**config.mk**
```make
export PLATFORM = sky130hd
export DESIGN_NAME = bcs_div
export DESIGN_NICKNAME = d
export VERILOG_FILES = /design/src/rtl/bcs_pkg.sv /design/src/rtl/bcs_div.sv
export SDC_FILE = /design/constraint.sdc
export NUM_CORES = 2
export LEC_CHECK = 0
export ABC_AREA = 1
export BUFFER_PORTS_ARGS = -buffer_cell sky130_fd_sc_hd__buf_2
export CORE_MARGIN = 4
export CORE_UTILIZATION = 40
export CTS_BUF_LIST = sky130_fd_sc_hd__clkbuf_16
export CTS_CLUSTER_SIZE = 30
export DETAILED_ROUTE_END_ITERATION = 10
export HOLD_SLACK_MARGIN = 0.06
export SYNTH_ARGS = -nofsm -noshare
export SYNTH_HDL_FRONTEND = slang
export SYNTH_SLANG_ARGS = --single-unit
```
**constraint.sdc**
```tcl
create_clock -name i_clk -period 18.9 [get_ports i_clk]
set_input_delay 3.78 -clock i_clk [delete_from_list [all_inputs] [get_ports i_clk]]
set_output_delay 3.78 -clock i_clk [all_outputs]
set_load 0.01 [all_outputs]
```
**src/rtl/bcs_pkg.sv**
```systemverilog
`default_nettype none
// ----------------------------------------------------------------------------
// bcs_pkg
// Shared types and constants of the Plackett copula pair sampler pipeline.
// ----------------------------------------------------------------------------
package bcs_pkg;

    localparam int UniW   = 16;                 // Q0.16 sample width
    localparam int ThetaW = 24;                 // Q8.16 theta width
    localparam int SqW    = 56;                 // radicand width
    localparam int RootW  = SqW / 2;            // root width
    localparam int RemW   = RootW + 3;          // root remainder width
    localparam int DenW   = 32;                 // divisor width
    localparam int QW     = 16;                 // quotient bits
    localparam int CW     = 51;                 // c term width

    localparam logic [16:0]       ONE_Q16   = 17'h10000;
    localparam logic [ThetaW-1:0] THETA_ONE = 24'h010000;
    localparam logic [ThetaW-1:0] THETA_RST = 24'h020000;

    // input transaction payload
    typedef struct packed {
        logic [UniW-1:0] first_uniform;
        logic [UniW-1:0] second_uniform;
    } t_in;

    // output transaction payload
    typedef struct packed {
        logic [UniW-1:0] sample_u;
        logic [UniW-1:0] sample_v;
    } t_out;

    // per-item data carried alongside the arithmetic
    typedef struct packed {
        logic [UniW-1:0]    u;
        logic [UniW-1:0]    t;
        logic               sel_u;   // min copula
        logic               sel_t;   // independence
        logic signed [17:0] s;       // 1 - 2t
        logic [CW-1:0]      c;
        logic [DenW-1:0]    den;
        logic               zero;    // numerator not positive
        logic               sat;     // quotient above range
    } t_side;

endpackage
`default_nettype wire

```
**src/rtl/bcs_div.sv**
```systemverilog
`default_nettype none
// ----------------------------------------------------------------------------
// bcs_div
// Numerator c - (1-2t)d, range checks and a pipelined restoring divider.
// ----------------------------------------------------------------------------
module bcs_div (
    input  wire                       i_clk,
    input  wire                       i_rst_n,
    input  wire                       i_en,
    input  wire                       i_valid,
    input  wire bcs_pkg::t_side       i_side,
    input  wire [bcs_pkg::RootW-1:0]  i_root,
    output logic                      o_valid,
    output bcs_pkg::t_side            o_side,
    output logic [bcs_pkg::QW-1:0]    o_quot
);
    import bcs_pkg::*;

    // product stage
    logic               r_m1_valid;
    t_side              r_m1_side;
    logic signed [46:0] r_m1_sd;

    always_ff @(posedge i_clk) begin
        if (!i_rst_n) begin
            r_m1_valid <= 1'b0;
        end else if (i_en) begin
            r_m1_valid <= i_valid;
        end
    end

    always_ff @(posedge i_clk) begin
        if (i_en) begin
            r_m1_side <= i_side;
            r_m1_sd   <= 47'(i_side.s) * 47'($signed({1'b0, i_root}));
        end
    end

    // numerator stage: sign and overflow checks
    logic signed [52:0] w_num;
    logic [35:0]        w_numhi;
    t_side              n_m2_side;

    logic               r_m2_valid;
    t_side              r_m2_side;
    logic [DenW-1:0]    r_m2_rem;
    logic [QW-1:0]      r_m2_low;

    always_comb begin
        w_num   = $signed({2'b00, r_m1_side.c}) - 53'(r_m1_sd);
        w_numhi = w_num[51:16];
        n_m2_side      = r_m1_side;
        n_m2_side.zero = w_num[52] || (w_num == '0);
        n_m2_side.sat  = (w_numhi >= {4'b0, r_m1_side.den});
    end

    always_ff @(posedge i_clk) begin
        if (!i_rst_n) begin
            r_m2_valid <= 1'b0;
        end else if (i_en) begin
            r_m2_valid <= r_m1_valid;
        end
    end

    always_ff @(posedge i_clk) begin
        if (i_en) begin
            r_m2_side <= n_m2_side;
            r_m2_rem  <= w_numhi[DenW-1:0];
            r_m2_low  <= w_num[QW-1:0];
        end
    end

    // divider stages, one quotient bit each
    logic            r_valid [0:QW-1];
    t_side           r_side  [0:QW-1];
    logic [DenW-1:0] r_rem   [0:QW-1];
    logic [QW-1:0]   r_low   [0:QW-1];
    logic [QW-1:0]   r_quot  [0:QW-1];

    for (genvar k = 0; k < QW; k++) begin : g_step
        logic            w_valid_in;
        t_side           w_side_in;
        logic [DenW-1:0] w_rem_in;
        logic [QW-1:0]   w_low_in, w_quot_in;
        logic [DenW:0]   w_cur, w_diff;

        if (k == 0) begin : g_first
            assign w_valid_in = r_m2_valid;
            assign w_side_in  = r_m2_side;
            assign w_rem_in   = r_m2_rem;
            assign w_low_in   = r_m2_low;
            assign w_quot_in  = '0;
        end else begin : g_next
            assign w_valid_in = r_valid[k-1];
            assign w_side_in  = r_side[k-1];
            assign w_rem_in   = r_rem[k-1];
            assign w_low_in   = r_low[k-1];
            assign w_quot_in  = r_quot[k-1];
        end

        // shift in the next numerator bit and compare with the divisor
        assign w_cur  = {w_rem_in, w_low_in[QW-1]};
        assign w_diff = w_cur - {1'b0, w_side_in.den};

        always_ff @(posedge i_clk) begin
            if (!i_rst_n) begin
                r_valid[k] <= 1'b0;
            end else if (i_en) begin
                r_valid[k] <= w_valid_in;
            end
        end

        always_ff @(posedge i_clk) begin
            if (i_en) begin
                r_side[k] <= w_side_in;
                r_low[k]  <= {w_low_in[QW-2:0], 1'b0};
                if (w_cur >= {1'b0, w_side_in.den}) begin
                    r_rem[k]  <= w_diff[DenW-1:0];
                    r_quot[k] <= {w_quot_in[QW-2:0], 1'b1};
                end else begin
                    r_rem[k]  <= w_cur[DenW-1:0];
                    r_quot[k] <= {w_quot_in[QW-2:0], 1'b0};
                end
            end
        end
    end

    assign o_valid = r_valid[QW-1];
    assign o_side  = r_side[QW-1];
    assign o_quot  = r_quot[QW-1];

endmodule
`default_nettype wire

```
==> flow_metrics.env <==
export IMPL_status="completed"
export IMPL_synth_async_reset_ratio=0
export IMPL_drc=0
export IMPL_postCtsSetupBuffers=0
export IMPL_fin_crit_sh=0.4917
export IMPL_fin_setup_tns_ns=0
export IMPL_switching_share=0.3901
export IMPL_finalPower_mw=29.90
export IMPL_dp_hpwl_mm=250.8
export IMPL_coreArea_um2=390000
export IMPL_clk_pin_slew_ns=0.06
export IMPL_critPathLaunchType="primary input"
export IMPL_root_buffer="clkbuf_16"
export IMPL_grt_util_all_layers=0.1659
export IMPL_postRouteAntennaNets=0
export IMPL_drt_initial_drc_count=5412
export IMPL_slew_viol_final=0
export IMPL_synthTopCellsByCount="edfxtp_1, nand2_1, inv_1"
export IMPL_syn_avg_cell_area_um2=11.92
export IMPL_fp_dieH_um=634.6
export IMPL_ctsHoldBuffers=0
export IMPL_relSlewSlack=0.1932
export IMPL_ys_types=65
export IMPL_wl_met1_mm=134.8
export IMPL_viasPerCell=4.745
export IMPL_syn_cell_area_um2=157000
export IMPL_worst_slack_ns=9.608
export IMPL_wire_per_inst_um=17.52
export IMPL_dieWidth_um=634.6
export IMPL_synth_warnings=0
export IMPL_synthSimpleGateAreaFrac=0.1142
export IMPL_ys_seq_elements=3313
export IMPL_peakVddDrop_v=0.0003239
export IMPL_final_cell_area_um2=175700
export IMPL_first_pass_iters=8
export IMPL_skew_ns=0.08306
export IMPL_wl_met3_mm=12.23
export IMPL_grt_pass1_vias=92930
export IMPL_tightest_slew_ns=1.193
export IMPL_p_sw_mw=11.67
export IMPL_dpl_instance_area_um2=164400
export IMPL_vias=90890
export IMPL_crit_type="primary input to register"
export IMPL_synth_nets=14520
export IMPL_syn_to_final_growth_pct=11.87
export IMPL_dr_max_layer_used="met4"
export IMPL_rsz0062_at_grt="false"
export IMPL_arrival_ns=9.93
export IMPL_clock_fmax_mhz=107.6
export IMPL_synth_edff_count=3309
export IMPL_antenna_found_initial=6
export IMPL_endpoint_kind="register"
export IMPL_intPower_mw=18.24
export IMPL_p_comb_frac=0.433
export IMPL_synth_compound_area_frac=0.05488
export IMPL_pin_count=323
export IMPL_synth_top_cells_by_area="edfxtp_1, nand2_1, ha_1"
export IMPL_fin_nets=15020
export IMPL_place_congestion=0.9306
export IMPL_insertion_delay_ns=0.96
export IMPL_routed_wl_met2_mm=169.6
export IMPL_synth_top_family_by_area="adder cells"
export IMPL_wl_mm=335.6
export IMPL_setup_viol=0
export IMPL_drive_gt1_frac=0.07455
export IMPL_p_clk_frac=0.220
export IMPL_leakage_nw=73.41
export IMPL_p_per_area_nw_per_um2=170.2
export IMPL_htreeDepth=5
export IMPL_pwr_share_seq=0.346
export IMPL_grt_max_degree=160
export IMPL_ctsLongestPathBuffers=4
export IMPL_initial_core_util=0.4027
export IMPL_worstPathRequired_ns=19.54
export IMPL_dp_cells=18510
export IMPL_cts_tree="yes"
export IMPL_postSynthCellCount=13170
export IMPL_numCtsBuffers=353
export IMPL_port_buffers=320
export IMPL_cts_repair_resized=0
export IMPL_pre_cts_ws_ns=8.744
export IMPL_clkSinkCount=3313
export IMPL_yosysMostFrequentCell="edfxtp_1"
export IMPL_yosys_most_used_dff="edfxtp_1"
export IMPL_cap_violations=0
export IMPL_overflow=0
export IMPL_fin_crit_ns=9.292
export IMPL_worst_path_max_fanout=29
export IMPL_hold_violations=0
export IMPL_synthXorXnorAreaFrac=0.02365
export IMPL_fp_row_count=229
export IMPL_synthMuxAreaShare=0
export IMPL_grt_pass1_wl_mm=520.4
export IMPL_yosys_area_share_adder=0.1148
export IMPL_yosysTopAreaCell="edfxtp_1"
export IMPL_die_area_um2=402700
export IMPL_ys_seq_area_frac=0.6333
export IMPL_netlist_area_leader_share=0.6328
export IMPL_finalNonFillerCells=19150
export IMPL_hp_class="register to register"
==> stage by stage <==
stage | hold slack [ns] | util
2_1_floorplan | 0.4003 | -
3_3_place_gp | 0.4000 | 0.4216
6_report | 0.3521 | 0.4505
3_5_place_dp | 0.4045 | 0.4216
5_1_grt | 0.3781 | 0.4504
4_1_cts | 0.3629 | 0.4504
==> path summary, 6_finish.rpt <==
path	start	endpoint	slack, ns	cells past startpoint
hold / removal	r_side[1][623]	r_side[1][760]	0.35	0
setup reg to reg	n_m2_side[58]	g_step[0].w_side_in[0]	13.39	19
hold reg to reg	r_side[1][623]	r_side[1][760]	0.35	0
setup / recovery	i_side[102]	r_m1_sd[34]	9.61	24
==> routing by layer <==
| metal | vias to the layer above | global-route usage |
|---|---|---|
| li1 | 45480 | - |
| met1 | 43040 | 0.1939 |
| met2 | 1659 | 0.2990 |
| met3 | 707 | 0.02142 |
| met4 | 0 | 0.08244 |
| met5 | - | 0 |
==> cell usage in the layout (no fill, tap or decap), types with 8 or more instances in the layout <==
| master | synthesis | final |
|---|---|---|
| nand2_2 | 50 | 50 |
| o21a_1 | 30 | 30 |
| nand3_2 | 8 | 8 |
| clkinv_16 | 0 | 8 |
| nand3b_1 | 71 | 71 |
| a221oi_1 | 20 | 20 |
| xnor2_1 | 229 | 229 |
| or2_2 | 10 | 10 |
| o211ai_1 | 28 | 28 |
| clkinv_2 | 0 | 62 |
| nor3_1 | 79 | 79 |
| o21ai_2 | 44 | 44 |
| edfxtp_1 | 3309 | 3309 |
| a21boi_0 | 22 | 22 |
| o21bai_1 | 39 | 39 |
| nand3_1 | 425 | 425 |
| a21oi_2 | 10 | 9 |
| a21o_1 | 83 | 83 |
| ha_1 | 749 | 749 |
| a21oi_1 | 574 | 574 |
| a31oi_1 | 87 | 87 |
| clkinvlp_4 | 0 | 12 |
| o21ai_0 | 396 | 396 |
| inv_1 | 2135 | 2203 |
| buf_2 | 37 | 319 |
| clkbuf_16 | 0 | 359 |
| bufinv_16 | 0 | 24 |
| buf_4 | 13 | 61 |
| o21ai_1 | 140 | 140 |
| nor2_1 | 681 | 681 |
| nor4_1 | 26 | 26 |
| nand2_1 | 2889 | 2889 |
| clkinv_1 | 1 | 76 |
| nand4_1 | 91 | 91 |
| xor2_1 | 195 | 195 |
| fa_1 | 432 | 432 |
==> power by group through the flow <==
stage | registers (mW) | clock network [mW] | logic, mW
floorplan | 10.3 | 0 | 9.37
CTS | 10.4 | 6.84 | 13.1
global route | 10.5 | 7.16 | 14.7
finish | 10.4 | 6.59 | 13.0
detailed placement | 10.5 | 0 | 13.0
global placement | 10.5 | 0 | 13.0
==> cell families (layout without fill, tap and decap cells) <==
group / after synthesis / count (layout)
adder cells (fa/ha/maj): 1181 / 1181
AND/OR/NAND/NOR: 4359 / 4359
buffers and inverters: 2381 / 3164
XOR/XNOR: 424 / 424
flip-flops: 3313 / 3313
AO/OA/AOI/OAI: 1510 / 1510
other: 0 / 5
==> worst max-delay path, stage by stage <==
cell and delay [ns]:
buf_2 0.24, inv_1 0.07, buf_4 0.26, or2_2 0.35, fa_1 0.51, fa_1 0.55, inv_1 0.05, fa_1 0.52
fa_1 0.52, fa_1 0.55, inv_1 0.06, fa_1 0.62, inv_1 0.07, ha_1 0.35, a21oi_1 0.16, inv_1 0.07
nor2_1 0.19, nand2_1 0.08, nand2_1 0.06, o211ai_1 0.08, a21oi_1 0.31, inv_1 0.10, a31oi_1 0.25, xnor2_1 0.10
==> flip-flops by register name (all words and copies together) (netlist names) <==
| name | flops |
|---|---|
| r_low | 120 |
| r_m1_valid | 1 |
| g_step.w_rem_in | 32 |
| r_rem | 480 |
| g_step.w_valid_in | 1 |
| g_step.w_side_in | 137 |
| r_side | 2192 |
| r_valid | 16 |
| r_quot | 136 |
| r_m1_sd | 47 |
| g_step.w_low_in | 16 |
| n_m2_side | 135 |
==> layout make-up <==
type / count / area, µm²
well taps: 5197 / 6502
flip-flops and latches: 3313 / 99450
multi-input cells: 7474 / 48290
clock buffers: 359 / 8984
diodes: 5 / 12.51
inverters: 2145 / 8056
fillers: 35680 / 214300
clock inverters: 276 / 2245
repair buffers: 384 / 2135
No activity file was read; power rests on OpenSTA's default activity.
